<file path="src/rtl/core/kot_pkg.sv">
`timescale 1ns / 1ps
// ----------------------------------------------------------------------------
// Keyword/operator tokenizer package
// Shared types, constants and helper functions of the tokenizer.
// ----------------------------------------------------------------------------
package kot_pkg;

  localparam int unsigned MAX_WORD_CHARS = 8;
  localparam int unsigned COUNTER_BITS   = 16;
  localparam int unsigned QUEUE_DEPTH    = 4;
  localparam int unsigned QPTR_W         = $clog2(QUEUE_DEPTH);
  localparam int unsigned QCNT_W         = $clog2(QUEUE_DEPTH + 1);
  localparam int unsigned NUM_KEYWORDS   = 10;

  localparam logic [COUNTER_BITS-1:0] COUNTER_MAX = '1;
  localparam logic [7:0]              LENGTH_MAX  = 8'hFF;

  localparam logic [7:0] CH_NEWLINE = 8'h0A;
  localparam logic [7:0] CH_TAB     = 8'h09;
  localparam logic [7:0] CH_SPACE   = 8'h20;

  typedef enum logic {
    REQ_CHAR = 1'b0,
    REQ_END  = 1'b1
  } req_type_e;

  typedef enum logic [1:0] {
    KIND_KEYWORD  = 2'd0,
    KIND_IDENT    = 2'd1,
    KIND_OPERATOR = 2'd2
  } token_kind_e;

  typedef struct packed {
    req_type_e  req_type;
    logic [7:0] char_byte;
  } in_req_t;

  typedef struct packed {
    token_kind_e token_kind;
    logic [63:0] token_text;
    logic [7:0]  token_length;
    logic        truncated;
    logic [15:0] line_number;
    logic [15:0] column_number;
    logic        last_of_run;
  } token_t;

  typedef struct packed {
    logic [1:0] count;
    token_t     tok0;
    token_t     tok1;
  } scan_out_t;

  localparam logic [NUM_KEYWORDS-1:0][63:0] KW_TEXT = {
    64'h0000_0000_6469_6f76,  // void
    64'h0000_656c_6275_6f64,  // double
    64'h0000_0000_0074_6e69,  // int
    64'h0000_0073_7361_6c63,  // class
    64'h0000_0000_0066_6564,  // def
    64'h0000_6e72_7574_6572,  // return
    64'h0000_0065_6c69_6877,  // while
    64'h0000_0000_0072_6f66,  // for
    64'h0000_0000_6573_6c65,  // else
    64'h0000_0000_0000_6669   // if
  };

  localparam logic [NUM_KEYWORDS-1:0][7:0] KW_LEN = {
    8'd4, 8'd6, 8'd3, 8'd5, 8'd3, 8'd6, 8'd5, 8'd3, 8'd4, 8'd2
  };

  function automatic logic kw_hit(logic [63:0] text, logic [7:0] len);
    logic hit;
    hit = 1'b0;
    for (int k = 0; k < NUM_KEYWORDS; k++) begin
      if (len == KW_LEN[k] && text == KW_TEXT[k]) begin
        hit = 1'b1;
      end
    end
    return hit;
  endfunction

  function automatic logic [15:0] sat16(logic [COUNTER_BITS-1:0] cnt);
    logic [31:0] wide;
    wide = 32'(cnt);
    return (wide > 32'h0000_FFFF) ? 16'hFFFF : wide[15:0];
  endfunction

  function automatic logic [COUNTER_BITS-1:0] bump(logic [COUNTER_BITS-1:0] cnt);
    return (cnt != COUNTER_MAX) ? cnt + 1'b1 : cnt;
  endfunction

endpackage

</file>
<file path="src/rtl/core/kot_scan.sv">
`timescale 1ns / 1ps
// ----------------------------------------------------------------------------
// Tokenizer scan stage
// Holds the word buffer and position counters and forms up to two tokens
// for each accepted request.
// ----------------------------------------------------------------------------
module kot_scan import kot_pkg::*; (
  input  logic      clk_i,
  input  logic      rst_ni,
  input  logic      accept_i,
  input  in_req_t   req_i,
  output scan_out_t scan_o
);

  logic [63:0]             buf_q, buf_d;
  logic [7:0]              len_q, len_d;
  logic [COUNTER_BITS-1:0] line_q, line_d;
  logic [COUNTER_BITS-1:0] col_q, col_d;

  token_t word_tok, op_tok;
  logic   have_word;
  logic   is_op;

  always_comb begin
    have_word = (len_q != 8'd0);
    is_op = req_i.char_byte inside {"+", "-", "*", "/", "(", ")", "{", "}",
                                    "[", "]", ",", ";", "=", "<", ">", ":"};

    word_tok.token_kind    = (len_q <= 8'(MAX_WORD_CHARS) && kw_hit(buf_q, len_q))
                             ? KIND_KEYWORD : KIND_IDENT;
    word_tok.token_text    = buf_q;
    word_tok.token_length  = len_q;
    word_tok.truncated     = (len_q > 8'(MAX_WORD_CHARS));
    word_tok.line_number   = sat16(line_q);
    word_tok.column_number = sat16(col_q);
    word_tok.last_of_run   = 1'b1;

    op_tok.token_kind    = KIND_OPERATOR;
    op_tok.token_text    = 64'(req_i.char_byte);
    op_tok.token_length  = 8'd1;
    op_tok.truncated     = 1'b0;
    op_tok.line_number   = sat16(line_q);
    op_tok.column_number = sat16(col_q);
    op_tok.last_of_run   = 1'b1;
  end

  always_comb begin
    scan_o.count = 2'd0;
    scan_o.tok0  = word_tok;
    scan_o.tok1  = op_tok;
    buf_d  = buf_q;
    len_d  = len_q;
    line_d = line_q;
    col_d  = col_q;

    if (req_i.req_type == REQ_END) begin
      scan_o.count = {1'b0, have_word};
      buf_d  = '0;
      len_d  = '0;
      line_d = COUNTER_BITS'(1);
      col_d  = '0;
    end else if (req_i.char_byte == CH_NEWLINE) begin
      scan_o.count = {1'b0, have_word};
      buf_d  = '0;
      len_d  = '0;
      line_d = bump(line_q);
      col_d  = '0;
    end else if (req_i.char_byte == CH_SPACE || req_i.char_byte == CH_TAB) begin
      scan_o.count = {1'b0, have_word};
      buf_d  = '0;
      len_d  = '0;
      col_d  = bump(col_q);
    end else if (is_op) begin
      if (have_word) begin
        scan_o.count = 2'd2;
        scan_o.tok0.last_of_run = 1'b0;
      end else begin
        scan_o.count = 2'd1;
        scan_o.tok0  = op_tok;
      end
      buf_d  = '0;
      len_d  = '0;
      col_d  = bump(col_q);
    end else begin
      for (int i = 0; i < MAX_WORD_CHARS; i++) begin
        if (len_q == 8'(i)) begin
          buf_d[i*8 +: 8] = req_i.char_byte;
        end
      end
      if (len_q != LENGTH_MAX) begin
        len_d = len_q + 8'd1;
      end
      col_d = bump(col_q);
    end
  end

  always_ff @(posedge clk_i or negedge rst_ni) begin
    if (!rst_ni) begin
      buf_q  <= '0;
      len_q  <= '0;
      line_q <= COUNTER_BITS'(1);
      col_q  <= '0;
    end else if (accept_i) begin
      buf_q  <= buf_d;
      len_q  <= len_d;
      line_q <= line_d;
      col_q  <= col_d;
    end
  end

endmodule

</file>
<file path="src/rtl/core/keyword_operator_tokenizer.sv">
`timescale 1ns / 1ps
// ----------------------------------------------------------------------------
// Keyword/operator tokenizer
// Splits a byte stream into keyword, identifier and operator tokens.
// ----------------------------------------------------------------------------
// Each request on the input channel carries one source byte or an end of
// text marker. A request is taken when in_valid_i and in_ready_o are both
// high. Each request yields zero, one or two tokens on the output channel,
// which is taken when out_valid_o and out_ready_i are both high.
// The scan state is updated in the cycle a request is taken, and its tokens
// are written into a four-entry result queue. The tokens of a request are
// registered in the queue when the request is taken. The block takes one
// request per cycle while the queue has room for two more tokens; the
// sustained rate is therefore one request per cycle as long as requests
// produce at most one token on average, and otherwise is set by the
// one-token-per-cycle output port.
// When the receiver stalls, the queue fills and in_ready_o falls; no token
// is lost or dropped. Reset empties the queue, clears the pending word and
// sets the line counter to one and the column counter to zero.
// ----------------------------------------------------------------------------
module keyword_operator_tokenizer import kot_pkg::*; (
  input  logic    clk_i,
  input  logic    rst_ni,
  input  logic    in_valid_i,
  output logic    in_ready_o,
  input  in_req_t in_req_i,
  output logic    out_valid_o,
  input  logic    out_ready_i,
  output token_t  out_tok_o
);

  token_t              queue_q [QUEUE_DEPTH];
  logic [QPTR_W-1:0]   wptr_q, wptr_d;
  logic [QPTR_W-1:0]   rptr_q, rptr_d;
  logic [QCNT_W-1:0]   count_q, count_d;
  logic                accept;
  logic                pop;
  logic [1:0]          push;
  scan_out_t           scan;

  assign in_ready_o  = (count_q <= QCNT_W'(QUEUE_DEPTH - 2));
  assign accept      = in_valid_i && in_ready_o;
  assign out_valid_o = (count_q != '0);
  assign out_tok_o   = queue_q[rptr_q];
  assign pop         = out_valid_o && out_ready_i;
  assign push        = accept ? scan.count : 2'd0;

  kot_scan u_scan (
    .clk_i    (clk_i),
    .rst_ni   (rst_ni),
    .accept_i (accept),
    .req_i    (in_req_i),
    .scan_o   (scan)
  );

  always_comb begin
    wptr_d  = wptr_q + QPTR_W'(push);
    rptr_d  = rptr_q + QPTR_W'(pop);
    count_d = count_q + QCNT_W'(push) - QCNT_W'(pop);
  end

  always_ff @(posedge clk_i or negedge rst_ni) begin
    if (!rst_ni) begin
      wptr_q  <= '0;
      rptr_q  <= '0;
      count_q <= '0;
    end else begin
      wptr_q  <= wptr_d;
      rptr_q  <= rptr_d;
      count_q <= count_d;
    end
  end

  always_ff @(posedge clk_i) begin
    if (push != 2'd0) begin
      queue_q[wptr_q] <= scan.tok0;
    end
    if (push == 2'd2) begin
      queue_q[wptr_q + QPTR_W'(1)] <= scan.tok1;
    end
  end

endmodule

</file>
<file path="config.mk">
export PLATFORM = sky130hd
export DESIGN_NAME = keyword_operator_tokenizer
export DESIGN_NICKNAME = d
export VERILOG_FILES = /design/src/rtl/core/kot_pkg.sv /design/src/rtl/core/kot_scan.sv /design/src/rtl/core/keyword_operator_tokenizer.sv
export SDC_FILE = /design/constraint.sdc
export NUM_CORES = 1
export LEC_CHECK = 0
export BUFFER_PORTS_ARGS = -buffer_cell sky130_fd_sc_hd__buf_2
export CAP_MARGIN = 40
export CORE_MARGIN = 2
export CORE_UTILIZATION = 61
export CTS_CLUSTER_DIAMETER = 100
export DETAILED_ROUTE_END_ITERATION = 10
export GPL_TIMING_DRIVEN = 0
export PLACE_DENSITY_LB_ADDON = 0.12
export SETUP_SLACK_MARGIN = 0.02
export SYNTH_ARGS = -nofsm -noshare
export SYNTH_HDL_FRONTEND = slang
export SYNTH_SLANG_ARGS = --single-unit
</file>
<file path="constraint.sdc">
create_clock -name clk_i -period 4.6 [get_ports clk_i]
set_input_delay 0 -clock clk_i [delete_from_list [all_inputs] [get_ports clk_i]]
set_output_delay 0 -clock clk_i [all_outputs]
set_load 0.02 [all_outputs]
</file>
== After elaboration in Yosys (flattened, before gate mapping) ==
Memories as Yosys holds them, arrays and structs flattened.
Index checks and enable logic that the tools add are counted.

* Register bits: 111
* Memories kept: 1
* Output and inout port bits: 110
* Bits in writable memories: 432
* Logic and storage cells: 157

* Magnitude comparators: 3
* Muxes and demuxes: 49
* $add $sub $neg: 8
* Equal/unequal tests: 40
* Reductions and logical operators: 42

{| class="wikitable"
|+ Memories
! memory !! depth !! width !! rd ports !! clocked after Yosys merged registers in !! wr ports !! RTL line !! source
|-
| queue_q || 4 || 108 || 1 || 0 || 2 || keyword_operator_tokenizer.sv:32 || <nowiki>token_t queue_q [QUEUE_DEPTH];</nowiki>
|}

{| class="wikitable"
|+ Operator list
! kind !! count
|-
| 2-to-1 mux 108 bit || 3
|-
| 2-to-1 mux 64 bit || 4
|-
| == test 64 x 23 -> 1 bit (second input constant) || 3
|-
| == test 64 x 31 -> 1 bit (second input constant) || 2
|-
| == test 64 x 39 -> 1 bit (second input constant) || 2
|-
| == test 64 x 47 -> 1 bit (second input constant) || 2
|-
| 2-to-1 mux 110 bit || 1
|-
| 2-to-1 mux 107 bit || 1
|-
| == test 8 x 6 -> 1 bit (second input constant) || 13
|-
| 2-to-1 mux 8 bit || 13
|-
| 2-to-1 mux 16 bit || 6
|-
| == test 64 x 15 -> 1 bit (second input constant) || 1
|-
| nonzero test 5 bit || 9
|-
| adder 16 x 1 -> 16 bit (second input constant) || 2
|-
| == test 8 x 3 -> 1 bit (second input constant) || 4
|-
| == test 8 x 7 -> 1 bit (second input constant) || 4
|-
| != test 16 bit (second input constant) || 2
|-
| AND reduction 2 bit || 10
|-
| == test 8 x 2 -> 1 bit (second input constant) || 2
|-
| == test 8 x 4 -> 1 bit (second input constant) || 2
|-
| 2-to-1 mux 1 bit || 16
|-
| nonzero test 16 bit || 1
|-
| logical AND 1 bit || 13
|-
| 2-to-1 mux 2 bit || 5
|-
| 18 further kinds || 21
|}

== Depth between registers and ports, before layout ==
* Depth in word-level cells: 23
* Gate-level depth with buffers: 17

== Hierarchy ==
A second synthesis with hierarchy kept.

* Cell total of the unflattened synthesis: 1872
* Area total of the unflattened synthesis: 27905.5 um^2

{| class="wikitable"
|+ By module, submodules not included
! module !! instances !! area each (um^2) !! sequential area each (um^2) !! cells each
|-
| keyword_operator_tokenizer || 1 || 21192.8 || 13147.6 || 1092
|-
| kot_scan || 1 || 6712.7 || 2603.7 || 780
|}

== Worst setup path before layout ==
No wires, ideal clock.

* Path type: flip-flop to flip-flop
* Start point: register u_scan.len_q[7]
* End point: register count_q[2]
* Setup time: 123 ps
* Cell stages (with the launch flop): 18
* Buffers on the path: 4
* Setup slack: 1049 ps
* Data arrival time: 3428 ps
* Data required time: 4477 ps
* Cell sequence: dfrtp_1 -> clkbuf_1 -> or4_1 -> buf_2 -> nor3_4 -> and2_1 -> buf_2 -> nand4_1 -> clkbuf_1 -> nand2_1 -> nand2_1 -> ha_1 -> inv_1 -> ha_1 -> inv_1 -> fa_1 -> xor2_1 -> xnor2_1

* Longest elaborated chain between the ends: 9

{| class="wikitable"
|+ RTL lines
! item !! RTL line !! source
|-
| from (decl) || kot_scan.sv:16 || <nowiki>logic [7:0] len_q, len_d;</nowiki>
|-
| from (signal assigned) || kot_scan.sv:105 || <nowiki>len_q <= len_d;</nowiki>
|-
| nonzero test 8 bit * || kot_scan.sv:25 || <nowiki>have_word = (len_q != 8'd0);</nowiki>
|-
| 2-to-1 mux 2 bit || kot_scan.sv:74 || <nowiki>if (have_word) begin</nowiki>
|-
| 2-to-1 mux 110 bit || kot_scan.sv:73 || <nowiki>end else if (is_op) begin</nowiki>
|-
| 2-to-1 mux 2 bit || kot_scan.sv:68 || <nowiki>end else if (req_i.char_byte == CH_SPACE || req_i.char_byte == CH_TAB) begin</nowiki>
|-
| 2-to-1 mux 2 bit || kot_scan.sv:62 || <nowiki>end else if (req_i.char_byte == CH_NEWLINE) begin</nowiki>
|-
| 2-to-1 mux 2 bit * || kot_scan.sv:56 || <nowiki>if (req_i.req_type == REQ_END) begin</nowiki>
|-
| 2-to-1 mux 2 bit * || keyword_operator_tokenizer.sv:46 || <nowiki>assign push = accept ? scan.count : 2'd0;</nowiki>
|-
| adder 3 x 2 -> 3 bit * || keyword_operator_tokenizer.sv:59 || <nowiki>count_d = count_q + QCNT_W'(push) - QCNT_W'(pop);</nowiki>
|-
| subtractor 3 x 1 -> 3 bit * || keyword_operator_tokenizer.sv:59 ||
|-
| net count_d[2] || keyword_operator_tokenizer.sv:35 || <nowiki>logic [QCNT_W-1:0] count_q, count_d;</nowiki>
|-
| to (signal assigned) || keyword_operator_tokenizer.sv:70 || <nowiki>count_q <= count_d;</nowiki>
|-
| to (decl) || keyword_operator_tokenizer.sv:35 ||
|}

The timed path passes the listed nets; every way through them passes the cells marked *.
A chain may end at the register's enable or synchronous reset.

== Worst setup path after layout ==
Ends and elaborated chain as after synthesis.

==> impl_results.md <==
- Effective utilization at floorplan: 61.6%
- Final critical-path required period: ~4.1 ns
- Kind of cell adding the most delay to the critical path: simple AND/OR/NAND/NOR gates
- Crit path buffers/inverters: 6
- Initial DRT Pass Iterations: 7
- Area of the multi-input gates: 9220 µm²
- Status: complete, no violations
- Arrival time worst endpoint: between 4 and 5 ns
- Average wire per cell in the routed design: between 20 and 25 µm
- Sink count of the clock tree: around 540
- Static leakage: between 9 and 10 nW
- Overflow left after global routing: 0
- Cell variety after synth: roughly 70
- Slowest cell on crit path: or4_1
- Number of antenna violations at the first check in global routing: 1
- Clock network fraction of design power: 29.6%
- Chip width: 199 µm
- Worst hold slack after final layout: 0.0509 ns
- Combinational group share of total power: 29.0%
- DP HPWL: 43,500 µm
- Top post-synthesis cells by area: dfxtp_1 24%, edfxtp_1 21%, dfrtp_1 12%, mux4_2 11%, a32o_1 9.9%
- Share of the synthesized netlist area taken by xor and xnor gates: 0.872%
- Cts bufs inserted: 53
- Die area: slightly below 40,000 µm²
- Flop pwr share: 41.4%
- Routability cong.: between 0.9 and 1
- Cell-internal power: roughly 9.9 mW
- Final critical-path share of the clock period: between 90% and 100%
- Remaining max-slew budget at the tightest pin: 36.4%
- Fraction of final layout cells with drive strength greater than 1: 18.6%
- Highest cell delay on the worst timing path: around 0.55 ns
- NumNets Final: 2,106
- Async SR Flop Fraction: 20.4%
- Total power density per cell area: roughly 560 nW/µm²
- DR vias: between 15,000 and 20,000
- Category of the most critical setup path: reg2reg
- Global-route wire length before repair: 98,600 µm
- DRC: 0
- Buffers added on ports: 120
- Fmax: approximately 240 MHz
- Area share of the largest cell type after synthesis: 23.6%
- Number of global-route vias before repair: 17,200
- Reg-to-reg slack, setup: 0.46 ns
- Unrepaired setup endpoints after global routing: no
- Depth of the worst register-to-register path: 17
- Sw Pwr: 4.90 mW
- Worst r2r dst: count_q[2]$_DFF_PN0_
- Synthesized area per cell: around 12 µm²
- Min-delay src: in_req_i[4]
- Final count of negative-setup-slack endpoints: 0
- Via density: 6.63
- Number of placement rows: 71
- Area taken by flip-flops and latches: 13,000 µm²
- Number of levels in the clock H-tree: 2
- Number of top-level design ports: about 120
- Wirelength, routed: between 60,000 and 70,000 µm
- Critical path capture point type: flop
- Compound-gate portion of the synthesized area: 15.8%
- Final Hold Violating Endpoints: 0
- Class of the tightest hold or removal check: in2reg
- Count of fill cells added during filler insertion: ~2,700
- Count of final max-slew check failures: 0
- End point of the worst hold path: u_scan.buf_q[60]$_DFFE_PN0P_
- Area growth from synthesis to layout: 15.3%
- Post-synthesis sequential area ratio: 56.4%
- Main combinational cell family by area after synthesis: compound AO/OA/AOI/OAI gates
- Pin count of the biggest net entering global routing: 72
- Highest ir drop seen on vdd: about 320 µV
- Post-synthesis sequential element count: 543
- Yosys warning total: 0
- CP Launch Type: flop
- Cell Area, Synth: 23,100 µm²
- Max_cap viols: 0
- Mapped Cells: 1,868
- Count of flip-flops with a built-in enable after synthesis: between 150 and 200
- CP Max Fanout: 10
- Fraction of synthesized area in multiplexers: between 10% and 20%
- Vertical extent of the die: 199 µm
- Area leader, netlist: dfxtp_1
- Worst R2R Start: u_scan.len_q[7]$_DFFE_PN0P_
- Predominant post-synthesis flop cell: dfxtp_1
- Clock slew at the register clock pins of the worst setup and hold paths: roughly 0.06 ns
- List of cells traversed by the critical path: clkbuf_1 -> or4_1 -> buf_2 -> nor3_4 -> and2_1 -> buf_2 -> nand4_1 -> clkbuf_1 -> nand2_1 -> nand2_1 -> ha_1 -> inv_1 -> ha_1 -> inv_1 -> fa_1 -> xor2_1 -> xnor2_1
- Core region area: 37,500 µm²
- Worst EP required: a little over 5 ns
- Clock latency on the worst-skew pair: 0.61 ns
- Transition time of the tightest slew-check pin: 0.948 ns
- Routed Antenna Nets: 0
- Power, Total: 14.8 mW
- CTS Root Buffer Type: clkbuf_16
- Sw Ratio: between 30 and 40%
- Most numerous cell types in the synthesized netlist: 272 x dfxtp_1, 228 x a32o_1, 160 x edfxtp_1
- Synthesized Nets: 1,893
- Hold Path Stages: 4
- Count of routing violations after the opening detailed-route iteration: 1,746
- Simple-gate portion of the synthesized area: 12.0%
- TritonCTS clock tree: done
- Maximum count of clock buffers along a single path: 3
- Post-CTS sizing: 0
- Most frequent cell after synthesis: dfxtp_1
- Setup clock skew after layout: slightly below 0.02 ns
- Total routing resource utilization after global routing: about 33%
- Area share of fa/ha/maj cells after synthesis: 0.683%
## worst min-delay path, stage by stage
cell and delay [ns]:
buf_2 0.12, clkbuf_1 0.25, nand3_1 0.14, o21ai_0 0.08
## area by class of cell
class                   count  share of cell area (%)
flip-flops and latches    543                    49.0
multi-input cells        1121                    34.6
clock buffers              76                    5.73
repair buffers            158                    4.25
plain buffers             179                    2.84
well taps                 511                    2.40
clock inverters            23                   0.832
inverters                  25                   0.353
diodes                      1                 0.00940
## cell usage in the layout, fill, tap and decap left out, types with 17 or more instances in the layout
| cell type | n |
|---|---|
| nand2_1 | 149 |
| o21ai_0 | 101 |
| nand3_1 | 64 |
| mux4_2 | 108 |
| xor2_1 | 17 |
| edfxtp_1 | 160 |
| and2_1 | 120 |
| a32o_1 | 228 |
| clkbuf_1 | 129 |
| dfxtp_1 | 272 |
| nor2_1 | 67 |
| clkbuf_16 | 55 |
| inv_1 | 21 |
| a21oi_1 | 50 |
| nand4_1 | 20 |
| buf_2 | 151 |
| buf_1 | 21 |
| a22o_1 | 25 |
| dfrtp_1 | 110 |
## power groups by stage
stage | registers [mW] | clock network [mW] | logic, mW
floorplan | 6.01 | 0 | 2.90
global placement | 6.15 | 0 | 4.00
detailed placement | 6.19 | 0 | 4.25
CTS | 6.10 | 4.40 | 4.28
global route | 6.18 | 4.60 | 4.58
finish | 6.12 | 4.37 | 4.29
## state kept, by name (all words and copies together) (netlist names)
| signal | cells |
|---|---|
| u_scan.len_q | 8 |
| count_q | 3 |
| rptr_q | 2 |
| wptr_q | 2 |
| u_scan.col_q | 16 |
| u_scan.line_q | 16 |
| u_scan.buf_q | 64 |
| queue_q | 432 |
## cells by family after synthesis
kind of cell	Yosys count
AO/OA/AOI/OAI	451
XOR/XNOR	23
adder cells (fa/ha/maj)	12
buffers and inverters	204
flip-flops	543
multiplexers	108
AND/OR/NAND/NOR	527
## metal layers
layer  GRT usage, %  share of wire [%]
met1           43.5                 38
met2           55.3                 50
met3           4.65                8.0
met4           13.4                3.7
met5          0.255                  0
## worst max path at each step
stage,from,end,slack [ns],depth (start not counted)
floorplan,u_scan.len_q[7]$_DFFE_PN0P_,count_q[2]$_DFF_PN0_,1.05,17
global placement,in_req_i[4],queue_q[0][31]$_DFFE_PP_,-0.81,9
detailed placement,u_scan.len_q[7]$_DFFE_PN0P_,count_q[2]$_DFF_PN0_,0.09,17
CTS,u_scan.len_q[7]$_DFFE_PN0P_,count_q[2]$_DFF_PN0_,0.03,17
global route,u_scan.len_q[7]$_DFFE_PN0P_,count_q[2]$_DFF_PN0_,0.28,17
finish,u_scan.len_q[7]$_DFFE_PN0P_,count_q[2]$_DFF_PN0_,0.46,17
## timing repair
item,4_1_cts,5_1_grt
endpoints found under the hold margin,140,0
setup endpoints to repair,0,2
hold buffers,13,0
setup buffers,0,2
## per-stage QoR
step                      TNS (ns)  util (%)  setup slack [ns]  std cells  cell area [µm²]
after global routing             0      71.0             0.280       2637            26600
after detailed placement         0      65.9            0.0920       2522            24700
after floorplan                  0         -              1.05       1868            23100
final                            0      71.0             0.459       2637            26600
after CTS                        0      70.9            0.0342       2634            26600
after global placement      -96.93      64.9            -0.805       2499            24300
(Power assumes the default switching activity.)
